--- src/rtl/tfv_pkg.sv ---
`timescale 1ns / 1ps

package tfv_pkg;

    localparam int DEF_PEER_COUNT      = 3;
    localparam int DEF_MAX_FRAME_BYTES = 250;
    localparam int PEER_SLOTS          = 3;
    localparam int QUEUE_DEPTH         = 2;

    localparam int HDR_BYTES = 10;
    localparam int TEL_BYTES = 13;
    localparam int ADDR_W    = 48;
    localparam int REG_IDX_W = 2;

    localparam logic [15:0] CRC_POLY       = 16'h1021;
    localparam logic [15:0] CRC_INIT       = 16'hFFFF;
    localparam logic [7:0]  MAGIC          = 8'hA5;
    localparam logic [7:0]  VERSION        = 8'h01;
    localparam logic [7:0]  TYPE_TELEMETRY = 8'd2;
    localparam logic [7:0]  TYPE_ACK       = 8'd3;
    localparam logic [15:0] TEL_LEN        = 16'd13;

    localparam logic [REG_IDX_W-1:0] REG_PEER_A = 2'd0;
    localparam logic [REG_IDX_W-1:0] REG_PEER_B = 2'd1;
    localparam logic [REG_IDX_W-1:0] REG_PEER_C = 2'd2;

    typedef enum logic [2:0] {
        ST_TELEMETRY  = 3'd0,
        ST_ACK_SEEN   = 3'd1,
        ST_OTHER      = 3'd2,
        ST_UNKNOWN    = 3'd3,
        ST_SHORT      = 3'd4,
        ST_BAD_HEADER = 3'd5,
        ST_BAD_CRC    = 3'd6
    } status_t;

    function automatic logic [15:0] crc_byte(input logic [15:0] crc_in,
                                             input logic [7:0] data);
        logic [15:0] c;
        c = crc_in ^ {data, 8'h00};
        for (int k = 0; k < 8; k++) begin
            c = c[15] ? ({c[14:0], 1'b0} ^ CRC_POLY) : {c[14:0], 1'b0};
        end
        return c;
    endfunction

    localparam logic [15:0] ACK_SEED =
        crc_byte(crc_byte(crc_byte(CRC_INIT, MAGIC), VERSION), TYPE_ACK);

    typedef struct packed {
        logic                    peer_hit;
        logic [1:0]              peer_idx;
        logic                    short_frame;
        logic                    header_bad;
        logic [15:0]             check_calc;
        logic [15:0]             check_rx;
        logic [7:0]              msg_type;
        logic                    tel_len;
        logic [7:0]              channel;
        logic [15:0]             seq_num;
        logic [15:0]             ack_check;
        logic [TEL_BYTES*8-1:0]  payload;
    } frame_summary_t;

    typedef struct packed {
        status_t     status;
        logic [1:0]  peer_index;
        logic [7:0]  frame_channel;
        logic [15:0] frame_sequence;
        logic [15:0] applied_brightness;
        logic [7:0]  applied_state;
        logic [15:0] half_voltage_mv;
        logic [31:0] operating_hours;
        logic [31:0] last_charged;
        logic [15:0] ack_check;
    } frame_result_t;

endpackage

--- src/rtl/telemetry_frame_validator.sv ---
`timescale 1ns / 1ps

// Checks received frames fed one byte per cycle and gives one verdict per frame,
// on the request that carries the frame-end mark. The header and payload CRC16 update
// is a single-byte unrolled step, so a byte is accepted on every clock while the result
// side keeps up. A frame's summary is written into the queue when its final byte is
// taken and then loaded into the verdict register, which offers it on the result
// channel; the two-entry queue between the byte front end and the verdict register
// absorbs result-side stalls, and the input stalls only once both entries are waiting.
// Peer address registers may be written only while no frame is in flight.
module telemetry_frame_validator #(
    parameter int PEER_COUNT      = tfv_pkg::DEF_PEER_COUNT,
    parameter int MAX_FRAME_BYTES = tfv_pkg::DEF_MAX_FRAME_BYTES
) (
    input  logic                          aclk,
    input  logic                          aresetn,
    input  logic                          cfg_wr_en,
    input  logic [tfv_pkg::REG_IDX_W-1:0] cfg_index,
    input  logic [tfv_pkg::ADDR_W-1:0]    cfg_wr_data,
    input  logic                          s_valid,
    output logic                          s_ready,
    input  logic [7:0]                    s_frame_byte,
    input  logic                          s_frame_end,
    input  logic [tfv_pkg::ADDR_W-1:0]    s_source_address,
    output logic                          m_valid,
    input  logic                          m_ready,
    output logic [2:0]                    m_status,
    output logic [1:0]                    m_peer_index,
    output logic [7:0]                    m_frame_channel,
    output logic [15:0]                   m_frame_sequence,
    output logic [15:0]                   m_applied_brightness,
    output logic [7:0]                    m_applied_state,
    output logic [15:0]                   m_half_voltage_mv,
    output logic [31:0]                   m_operating_hours,
    output logic [31:0]                   m_last_charged,
    output logic [15:0]                   m_ack_check
);
    import tfv_pkg::*;

    frame_summary_t push_data, pop_data;
    frame_result_t  result;
    logic           push_valid, push_ready, pop_valid, pop_ready;

    tfv_front #(
        .PEER_COUNT      (PEER_COUNT),
        .MAX_FRAME_BYTES (MAX_FRAME_BYTES)
    ) u_front (
        .aclk             (aclk),
        .aresetn          (aresetn),
        .cfg_wr_en        (cfg_wr_en),
        .cfg_index        (cfg_index),
        .cfg_wr_data      (cfg_wr_data),
        .s_valid          (s_valid),
        .s_ready          (s_ready),
        .s_frame_byte     (s_frame_byte),
        .s_frame_end      (s_frame_end),
        .s_source_address (s_source_address),
        .push_valid       (push_valid),
        .push_ready       (push_ready),
        .push_data        (push_data)
    );

    tfv_queue u_queue (
        .aclk       (aclk),
        .aresetn    (aresetn),
        .push_valid (push_valid),
        .push_ready (push_ready),
        .push_data  (push_data),
        .pop_valid  (pop_valid),
        .pop_ready  (pop_ready),
        .pop_data   (pop_data)
    );

    tfv_back u_back (
        .aclk      (aclk),
        .aresetn   (aresetn),
        .pop_valid (pop_valid),
        .pop_ready (pop_ready),
        .pop_data  (pop_data),
        .m_valid   (m_valid),
        .m_ready   (m_ready),
        .m_result  (result)
    );

    assign m_status             = result.status;
    assign m_peer_index         = result.peer_index;
    assign m_frame_channel      = result.frame_channel;
    assign m_frame_sequence     = result.frame_sequence;
    assign m_applied_brightness = result.applied_brightness;
    assign m_applied_state      = result.applied_state;
    assign m_half_voltage_mv    = result.half_voltage_mv;
    assign m_operating_hours    = result.operating_hours;
    assign m_last_charged       = result.last_charged;
    assign m_ack_check          = result.ack_check;

endmodule

--- src/rtl/tfv_front.sv ---
`timescale 1ns / 1ps

module tfv_front #(
    parameter int PEER_COUNT      = tfv_pkg::DEF_PEER_COUNT,
    parameter int MAX_FRAME_BYTES = tfv_pkg::DEF_MAX_FRAME_BYTES
) (
    input  logic                          aclk,
    input  logic                          aresetn,
    input  logic                          cfg_wr_en,
    input  logic [tfv_pkg::REG_IDX_W-1:0] cfg_index,
    input  logic [tfv_pkg::ADDR_W-1:0]    cfg_wr_data,
    input  logic                          s_valid,
    output logic                          s_ready,
    input  logic [7:0]                    s_frame_byte,
    input  logic                          s_frame_end,
    input  logic [tfv_pkg::ADDR_W-1:0]    s_source_address,
    output logic                          push_valid,
    input  logic                          push_ready,
    output tfv_pkg::frame_summary_t       push_data
);
    import tfv_pkg::*;

    localparam int COUNT_W = $clog2(MAX_FRAME_BYTES + 2);

    logic [ADDR_W-1:0]  peer_reg [PEER_COUNT];
    logic [COUNT_W-1:0] count_reg;
    logic [COUNT_W-1:0] count_fin;
    logic [15:0]        hcrc_reg, pcrc_reg, ack_reg;
    logic [15:0]        hcrc_next, pcrc_next, ack_next;
    logic [7:0]         hdr_reg  [HDR_BYTES];
    logic [7:0]         hdr_next [HDR_BYTES];
    logic [7:0]         pay_reg  [TEL_BYTES];
    logic [7:0]         pay_next [TEL_BYTES];
    logic               accept;
    logic               hdr_phase;
    logic               zero_field;
    logic [15:0]        crc_base, crc_out;
    logic [7:0]         crc_data;
    logic               ack_upd;
    logic [15:0]        ack_base, ack_out;
    logic [7:0]         ack_data;
    logic               peer_hit;
    logic [1:0]         peer_idx;
    logic [15:0]        plen;
    logic               len_ok;

    assign s_ready    = push_ready;
    assign accept     = s_valid && s_ready;
    assign push_valid = s_valid && s_frame_end;

    always_ff @(posedge aclk) begin
        if (!aresetn) begin
            for (int g = 0; g < PEER_COUNT; g++) begin
                peer_reg[g] <= '0;
            end
        end else if (cfg_wr_en) begin
            for (int g = 0; g < PEER_COUNT; g++) begin
                if (cfg_index == REG_IDX_W'(g)) begin
                    peer_reg[g] <= cfg_wr_data;
                end
            end
        end
    end

    always_comb begin
        peer_hit = 1'b0;
        peer_idx = '0;
        for (int g = PEER_COUNT - 1; g >= 0; g--) begin
            if (peer_reg[g] == s_source_address) begin
                peer_hit = 1'b1;
                peer_idx = 2'(g);
            end
        end
    end

    assign hdr_phase  = count_reg < COUNT_W'(HDR_BYTES);
    assign zero_field = count_reg == COUNT_W'(8) || count_reg == COUNT_W'(9);
    assign crc_base   = hdr_phase ? hcrc_reg : pcrc_reg;
    assign crc_data   = (hdr_phase && zero_field) ? 8'h00 : s_frame_byte;
    assign crc_out    = crc_byte(crc_base, crc_data);
    assign hcrc_next  = hdr_phase ? crc_out : hcrc_reg;
    assign pcrc_next  = hdr_phase ? pcrc_reg : crc_out;

    assign ack_upd  = count_reg >= COUNT_W'(3) && count_reg <= COUNT_W'(9);
    assign ack_base = (count_reg == COUNT_W'(3)) ? ACK_SEED : ack_reg;
    assign ack_data = (count_reg == COUNT_W'(3) || count_reg == COUNT_W'(6) ||
                       count_reg == COUNT_W'(7)) ? s_frame_byte : 8'h00;
    assign ack_out  = crc_byte(ack_base, ack_data);
    assign ack_next = ack_upd ? ack_out : ack_reg;

    assign count_fin = (count_reg <= COUNT_W'(MAX_FRAME_BYTES)) ?
                       count_reg + COUNT_W'(1) : count_reg;

    always_comb begin
        for (int k = 0; k < HDR_BYTES; k++) begin
            hdr_next[k] = (count_reg == COUNT_W'(k)) ? s_frame_byte : hdr_reg[k];
        end
        for (int k = 0; k < TEL_BYTES; k++) begin
            pay_next[k] = (count_reg == COUNT_W'(k + HDR_BYTES)) ?
                          s_frame_byte : pay_reg[k];
        end
    end

    always_ff @(posedge aclk) begin
        if (accept) begin
            for (int k = 0; k < HDR_BYTES; k++) begin
                hdr_reg[k] <= hdr_next[k];
            end
            for (int k = 0; k < TEL_BYTES; k++) begin
                pay_reg[k] <= pay_next[k];
            end
        end
    end

    always_ff @(posedge aclk) begin
        if (!aresetn) begin
            count_reg <= '0;
            hcrc_reg  <= CRC_INIT;
            pcrc_reg  <= CRC_INIT;
            ack_reg   <= CRC_INIT;
        end else if (accept) begin
            if (s_frame_end) begin
                count_reg <= '0;
                hcrc_reg  <= CRC_INIT;
                pcrc_reg  <= CRC_INIT;
            end else begin
                count_reg <= count_fin;
                hcrc_reg  <= hcrc_next;
                pcrc_reg  <= pcrc_next;
            end
            ack_reg <= ack_next;
        end
    end

    assign plen   = {hdr_next[5], hdr_next[4]};
    assign len_ok = ({1'b0, plen} + 17'(HDR_BYTES)) == 17'(count_fin);

    always_comb begin
        push_data.peer_hit    = peer_hit;
        push_data.peer_idx    = peer_idx;
        push_data.short_frame = count_fin < COUNT_W'(HDR_BYTES);
        push_data.header_bad  = count_fin > COUNT_W'(MAX_FRAME_BYTES) ||
                                hdr_next[0] != MAGIC || hdr_next[1] != VERSION ||
                                !len_ok;
        push_data.check_calc  = hcrc_next ^ pcrc_next;
        push_data.check_rx    = {hdr_next[9], hdr_next[8]};
        push_data.msg_type    = hdr_next[2];
        push_data.tel_len     = plen == TEL_LEN;
        push_data.channel     = hdr_next[3];
        push_data.seq_num     = {hdr_next[7], hdr_next[6]};
        push_data.ack_check   = ack_next;
        for (int k = 0; k < TEL_BYTES; k++) begin
            push_data.payload[8*k +: 8] = pay_next[k];
        end
    end

endmodule

--- src/rtl/tfv_queue.sv ---
`timescale 1ns / 1ps

module tfv_queue (
    input  logic                    aclk,
    input  logic                    aresetn,
    input  logic                    push_valid,
    output logic                    push_ready,
    input  tfv_pkg::frame_summary_t push_data,
    output logic                    pop_valid,
    input  logic                    pop_ready,
    output tfv_pkg::frame_summary_t pop_data
);
    import tfv_pkg::*;

    localparam int PTR_W = $clog2(QUEUE_DEPTH);

    frame_summary_t     slot_reg [QUEUE_DEPTH];
    logic [PTR_W-1:0]   wr_ptr_reg, rd_ptr_reg;
    logic [PTR_W:0]     fill_reg;
    logic               do_push, do_pop;

    assign push_ready = fill_reg != (PTR_W + 1)'(QUEUE_DEPTH);
    assign pop_valid  = fill_reg != '0;
    assign pop_data   = slot_reg[rd_ptr_reg];
    assign do_push    = push_valid && push_ready;
    assign do_pop     = pop_valid && pop_ready;

    always_ff @(posedge aclk) begin
        if (do_push) begin
            slot_reg[wr_ptr_reg] <= push_data;
        end
    end

    always_ff @(posedge aclk) begin
        if (!aresetn) begin
            wr_ptr_reg <= '0;
            rd_ptr_reg <= '0;
            fill_reg   <= '0;
        end else begin
            if (do_push) begin
                wr_ptr_reg <= (wr_ptr_reg == PTR_W'(QUEUE_DEPTH - 1)) ?
                              '0 : wr_ptr_reg + PTR_W'(1);
            end
            if (do_pop) begin
                rd_ptr_reg <= (rd_ptr_reg == PTR_W'(QUEUE_DEPTH - 1)) ?
                              '0 : rd_ptr_reg + PTR_W'(1);
            end
            if (do_push && !do_pop) begin
                fill_reg <= fill_reg + (PTR_W + 1)'(1);
            end else if (do_pop && !do_push) begin
                fill_reg <= fill_reg - (PTR_W + 1)'(1);
            end
        end
    end

endmodule

--- src/rtl/tfv_back.sv ---
`timescale 1ns / 1ps

module tfv_back (
    input  logic                    aclk,
    input  logic                    aresetn,
    input  logic                    pop_valid,
    output logic                    pop_ready,
    input  tfv_pkg::frame_summary_t pop_data,
    output logic                    m_valid,
    input  logic                    m_ready,
    output tfv_pkg::frame_result_t  m_result
);
    import tfv_pkg::*;

    frame_result_t res_reg, res_next;
    logic          valid_reg;
    logic [7:0]    p [TEL_BYTES];

    assign pop_ready = !valid_reg || m_ready;
    assign m_valid   = valid_reg;
    assign m_result  = res_reg;

    always_comb begin
        for (int k = 0; k < TEL_BYTES; k++) begin
            p[k] = pop_data.payload[8*k +: 8];
        end
    end

    always_comb begin
        res_next = '0;
        if (!pop_data.peer_hit) begin
            res_next.status = ST_UNKNOWN;
        end else begin
            res_next.peer_index = pop_data.peer_idx;
            if (pop_data.short_frame) begin
                res_next.status = ST_SHORT;
            end else begin
                res_next.frame_channel  = pop_data.channel;
                res_next.frame_sequence = pop_data.seq_num;
                if (pop_data.header_bad) begin
                    res_next.status = ST_BAD_HEADER;
                end else if (pop_data.check_calc != pop_data.check_rx) begin
                    res_next.status = ST_BAD_CRC;
                end else if (pop_data.msg_type == TYPE_ACK) begin
                    res_next.status = ST_ACK_SEEN;
                end else if (pop_data.msg_type == TYPE_TELEMETRY && pop_data.tel_len) begin
                    res_next.status             = ST_TELEMETRY;
                    res_next.applied_brightness = {p[1], p[0]};
                    res_next.applied_state      = p[2];
                    res_next.half_voltage_mv    = {p[4], p[3]};
                    res_next.operating_hours    = {p[8], p[7], p[6], p[5]};
                    res_next.last_charged       = {p[12], p[11], p[10], p[9]};
                    res_next.ack_check          = pop_data.ack_check;
                end else begin
                    res_next.status = ST_OTHER;
                end
            end
        end
    end

    always_ff @(posedge aclk) begin
        if (pop_valid && pop_ready) begin
            res_reg <= res_next;
        end
    end

    always_ff @(posedge aclk) begin
        if (!aresetn) begin
            valid_reg <= 1'b0;
        end else if (pop_ready) begin
            valid_reg <= pop_valid;
        end
    end

endmodule

--- config.mk ---
export PLATFORM = sky130hd
export DESIGN_NAME = telemetry_frame_validator
export DESIGN_NICKNAME = d
export VERILOG_FILES = /design/src/rtl/tfv_pkg.sv /design/src/rtl/telemetry_frame_validator.sv /design/src/rtl/tfv_front.sv /design/src/rtl/tfv_queue.sv /design/src/rtl/tfv_back.sv
export SDC_FILE = /design/constraint.sdc
export NUM_CORES = 1
export LEC_CHECK = 0
export BUFFER_PORTS_ARGS = -buffer_cell sky130_fd_sc_hd__buf_2
export CORE_UTILIZATION = 60
export DETAILED_ROUTE_END_ITERATION = 10
export PLACE_DENSITY = 0.82
export SYNTH_ARGS = -nofsm -noshare
export SYNTH_HDL_FRONTEND = slang
export SYNTH_SLANG_ARGS = --single-unit
--- constraint.sdc ---
create_clock -name aclk -period 16.4 [get_ports aclk]
set_clock_uncertainty 0.15 [all_clocks]
set_input_delay 0.82 -clock aclk [delete_from_list [all_inputs] [get_ports aclk]]
set_output_delay 0.82 -clock aclk [all_outputs]
set_load 0.02 [all_outputs]
**Yosys cells after proc, flatten, opt, wreduce, memory -nomap -nowiden**

Memory sizes are Yosys's and may differ from the RTL's. A register that Yosys moved wholly into a read port is not among the register bits.
Index checks and enable logic that the tools add are counted.

- Add/subtract/negate cells: 6
- Multiply operators: 0
- Divide/modulo/power cells: 0
- Magnitude comparators: 6
- Eq/ne operators: 35
- Shifts and indexed selects: 0
- Mux-type cells: 87
- Bitwise logic cells: 24
- Reduce and logical (&&, ||, !) cells: 26

Operator list:

| operator | number |
|---|---|
| $mux 8 | 27 |
| $mux 13 | 16 |
| $eq 48x48->1 | 3 |
| $mux 48 | 3 |
| $mux 16 | 7 |
| $eq 8x4->1 const B | 8 |
| $eq 8x5->1 const B | 7 |
| $not 3->3 | 16 |
| $xor 16x16->16 | 3 |
| $eq 8x2->1 const B | 4 |
| $eq 8x3->1 const B | 4 |
| $mux 1 | 24 |
| $add 16x4->17 const B | 1 |
| $eq 17x8->1 | 1 |
| $eq 16x4->1 const B | 1 |
| $lt 8x4->1 const B | 2 |
| $ne 16x16->1 | 1 |
| $mux 2 | 7 |
| $logic_and 1x1->1 | 9 |
| $mux 3 | 3 |
| $add 8x1->8 const B | 1 |
| $eq 8x1->1 const B | 1 |
| $ge 8x2->1 const B | 1 |
| $gt 8x8->1 const B | 1 |
| 19 further kinds | 33 |

- Flip-flop bits (word level): 210
- Bits in latches: 0
- Memory bits (writable): 708
- Bits in read-only memories: 0
- Input port bits: 112
- Logic and storage cells: 206
- Memories: 4

Memory list:

| name | words | width | read ports | clocked after Yosys merged registers in | wr ports | RTL line | text |
|---|---|---|---|---|---|---|---|
| u_queue.slot_reg | 2 | 190 | 1 | 1 | 1 | tfv_queue.sv:17 | `frame_summary_t slot_reg [QUEUE_DEPTH];` |
| u_front.peer_reg | 3 | 48 | 3 | 0 | 3 | tfv_front.sv:25 | `logic [ADDR_W-1:0] peer_reg [PEER_COUNT];` |
| u_front.pay_reg | 13 | 8 | 13 | 0 | 13 | tfv_front.sv:32 | `logic [7:0] pay_reg [TEL_BYTES];` |
| u_front.hdr_reg | 10 | 8 | 10 | 0 | 10 | tfv_front.sv:30 | `logic [7:0] hdr_reg [HDR_BYTES];` |

**Longest topological paths before layout**

- Depth after elaboration: 23
- Mapped depth: 15
- Mapped depth without buffers: 13

**Modules after synthesis**

Synthesis repeated with hierarchy kept, for this count alone.

- Cells, all modules: 2643
- Area total of the unflattened synthesis: 39808.2 um^2

By module, submodules not included:

| module | times used | cells each | area each (um^2) | sequential area each (um^2) |
|---|---|---|---|---|
| tfv_front | 1 | 1529 | 19140.9 | 10970.5 |
| tfv_queue | 1 | 615 | 14348.8 | 11511.0 |
| tfv_back | 1 | 499 | 6318.6 | 4494.3 |

**Least setup slack after synthesis**

OpenSTA, ideal clock, no wires.

- Kind: input to register
- Start point: input s_valid
- End point: memory u_queue.slot_reg[1][0] (netlist name), enable pin
- Data arrival time: 10.867 ns
- Data required time: 15.675 ns
- Setup slack: 4.808 ns
- Cell stages on the path: 4
- Path buffers: 1
- Cells stage by stage: nand2_1 inv_1 buf_1 and3_1

- Word-level cells in the longest chain between the ends: 4

Ends and longest elaborated chain:

| what | RTL line | text |
|---|---|---|
| start, declared | telemetry_frame_validator.sv:20 | `input logic s_valid,` |
| $logic_and 1x1->1 | tfv_front.sv:49 | `assign push_valid = s_valid && s_frame_end;` |
| $logic_and 1x1->1 | tfv_queue.sv:25 | `assign do_push = push_valid && push_ready;` |
| $mux 1 | tfv_queue.sv:29 | `if (do_push) begin` |
| $mux 1 (not written as such) | tfv_queue.sv:30 | `slot_reg[wr_ptr_reg] <= push_data;` |
| end, declared | tfv_queue.sv:17 |  |

No other way between the ends.

**Worst setup path after layout**

- Start point: register u_queue.fill_reg[0]
- End point: memory u_queue.slot_reg[1][83] (netlist name), enable pin

- Word-level cells in the longest chain between the ends: 4

Ends and longest elaborated chain:

| what | RTL line | text |
|---|---|---|
| start, declared | tfv_queue.sv:19 | `logic [PTR_W:0] fill_reg;` |
| start signal, assigned | tfv_queue.sv:49 | `fill_reg <= fill_reg + (PTR_W + 1)'(1);` |
| start signal, assigned | tfv_queue.sv:51 | `fill_reg <= fill_reg - (PTR_W + 1)'(1);` |
| $ne 2x2->1 | tfv_queue.sv:22 | `assign push_ready = fill_reg != (PTR_W + 1)'(QUEUE_DEPTH);` |
| $logic_and 1x1->1 | tfv_queue.sv:25 |  |
| $mux 1 | tfv_queue.sv:29 |  |
| $mux 1 (not written as such) | tfv_queue.sv:30 |  |

No other way between the ends.

==> metrics.csv <==
metric;value;unit
outcome;finished, final reports clean;
stdcell_area;0.0429;sq mm
rsz0062_at_grt;false;
synth.area.top_cells;edfxtp_1, mux2i_1, mux2_2;
place_inst;3445;
p_sw;1.79;mW
start_util;60.9;%
syn_inst;2437;
cts_hold_buffers;0;
yosys.area.top_type;edfxtp_1;
cp_max_fo;101;
synth_most_common_cell;edfxtp_1;
io_buffers;262;
clock-root-buffer;clkbuf_16;
cpMostUsedCell;buf_4;
routed_via_density;5.79;
required;16.52;ns
die_area;0.0639;sq mm
hold_class;input pin to register;
startpoint_type;register;
period_share;29.6;%
clock_latency;0.67;ns
dp_hpwl;48.5;mm
worst_pin_slew;1.16;ns
finalHoldViolCount;0;
grt_max_degree;119;
power_density;150;mW/mm^2
power_frac_clock;31.8;%
ys_ff_latch;919;
synth-edff-count;857;
clk_pin_slew;0.06;ns
max_slew_margin;22.7;%
grt_pass1_wl;119;mm
cap_violations;0;
io_pins;263;
finalSetupViolations;0;
slew_violations;0;
cp_slowest_cell;buf_4;
vias;20900;
drt_first_pass_iters;6;
fin_tns_setup;0;ns
die_w;253;um
ys_warn_count;0;
cts_tree;yes;
clkSinkCount;919;
max-clock-path-buffers;3;
drc;0;
leakagePower;15.0;nW
first_iter_violations;1857;
cts_setup_buffers;0;
synth_ff_type;edfxtp_1;
gp_congestion;0.895;
antenna_left;0;
wire_per_inst;21.6;um
die_h;253;um
synth.avg_cell_area;15.5;sq um
ys_async_sr_fraction;0;%
grt_usage;24.6;%
rows;91;
cts_resized;0;
grt.overflow.total;0;
syn_area;0.0377;sq mm
max_stage_delay;0.87;ns
dp_slack;11.04;ns
path_cells;nand2b_1 -> nand2_1 -> inv_8 -> and3_4 -> buf_4 -> buf_4;
numCtsBuffers;90;
wl;78.0;mm
critPathArrivalTime;4.97;ns
largest_reg_flops;380;
syn2layout_area_growth;13.7;%
nets;2819;
period_minus_slack;4.85;ns
power_frac_comb;18.3;%
max_freq;206;MHz
placed_cell_area;0.0399;sq mm
synth_top_cell_area_share;68.2;%
power_switching_share;27.9;%
placeableCoreArea;0.0619;sq mm
yosys.cell_types.count;65;
crit_type;register to register;
synth_common_cells;edfxtp_1, nor2_1, mux2i_1;
synth-seq-area-share;71.5;%
synth_nets;2556;
vdd_drop_max;0.000132;V
drive_above_1_share;21.7;%
finalNonFillerCells;3612;
worst_slack;11.55;ns
worstSetupEndpointType;register;
antenna_found_initial;6;
whs;0.324;ns
grt_pass1_vias;21000;
internal_power;4.64;mW
htree_levels;3;
seqPwrFrac;49.9;%
[logic make-up after synthesis]
| group | share of synthesized area (%) |
|---|---|
| AND/OR/NAND/NOR | 7.43 |
| adder cells (fa/ha/maj) | 0.232 |
| XOR/XNOR | 6.99 |
| flip-flops | 71.5 |
| AO/OA/AOI/OAI | 2.93 |
| multiplexers | 9.43 |
| buffers and inverters | 1.44 |
[cell usage in the layout (no fill, tap or decap), drive strengths merged, types with 6 or more instances in the layout]
cell type and instances:
a21oi 18, a31oi 10, and2 56, and3 14, buf 287, bufinv 7
clkbuf 106, clkinv 40, dfxtp 62, edfxtp 857, ha 7, inv 27
mux2 155, mux2i 181, nand2 164, nand3 23, nand4 48, nor2 190
nor2b 9, nor3 16, nor4 29, o211ai 36, o21ai 61, or4 6
xnor2 175, xor2 107
[stage by stage]
step,utilization [%],total power [mW]
floorplan,-,4.12
global route,69.2,6.67
finish,69.2,6.43
detailed placement,64.4,4.43
CTS,69.2,6.47
global placement,64.4,4.38
[layout make-up]
class	instances	area, sq um
Clock buffer	106	2400
Inverter	22	90.1
Fill cell	4002	19100
Multi-Input combinational cell	1380	10300
Timing Repair Buffer	287	1510
Sequential cell	919	27000
Tap cell	837	1050
Antenna cell	4	10.0
Clock inverter	57	586
[metal layers]
| metal | share of wire, % | track usage, % | up-vias | routed length, um |
|---|---|---|---|---|
| met1 | 42 | 33.0 | 10400 | 32700 |
| met3 | 6.5 | 4.92 | 139 | 5090 |
| li1 | - | - | 9595 | - |
| met5 | 0.028 | 0 | - | 22 |
| met2 | 49 | 40.5 | 769 | 38100 |
| met4 | 2.6 | 8.38 | 4 | 2070 |
[power by group through the flow]
| stage | clock, mW | sequential [mW] | combinational [mW] |
|---|---|---|---|
| floorplan | 0 | 3.45 | 0.670 |
| global placement | 0 | 3.24 | 1.14 |
| detailed placement | 0 | 3.26 | 1.18 |
| CTS | 2.07 | 3.21 | 1.18 |
| global route | 2.16 | 3.24 | 1.26 |
| finish | 2.04 | 3.21 | 1.18 |
[critical path: cells and delay by family, from the launching register on]
family,cells,cell delay (ns)
flip-flops,1,0.42
buffers and inverters,3,2.42
AND/OR/NAND/NOR,3,1.42
[path summary, 6_finish.rpt]
path | slack, ns | endpoint | start | cells after the start
min reg2reg | 0.35 | u_front.ack_reg[6] | u_front.ack_reg[6] | 2
max | 11.55 | u_queue.slot_reg[1][83] | u_queue.fill_reg[0] | 6
max reg2reg | 11.55 | u_queue.slot_reg[1][83] | u_queue.fill_reg[0] | 6
min | 0.32 | u_front.peer_reg[0][14] | cfg_wr_data[14] | 2
Note: power is estimated with default switching activity, not from simulation.
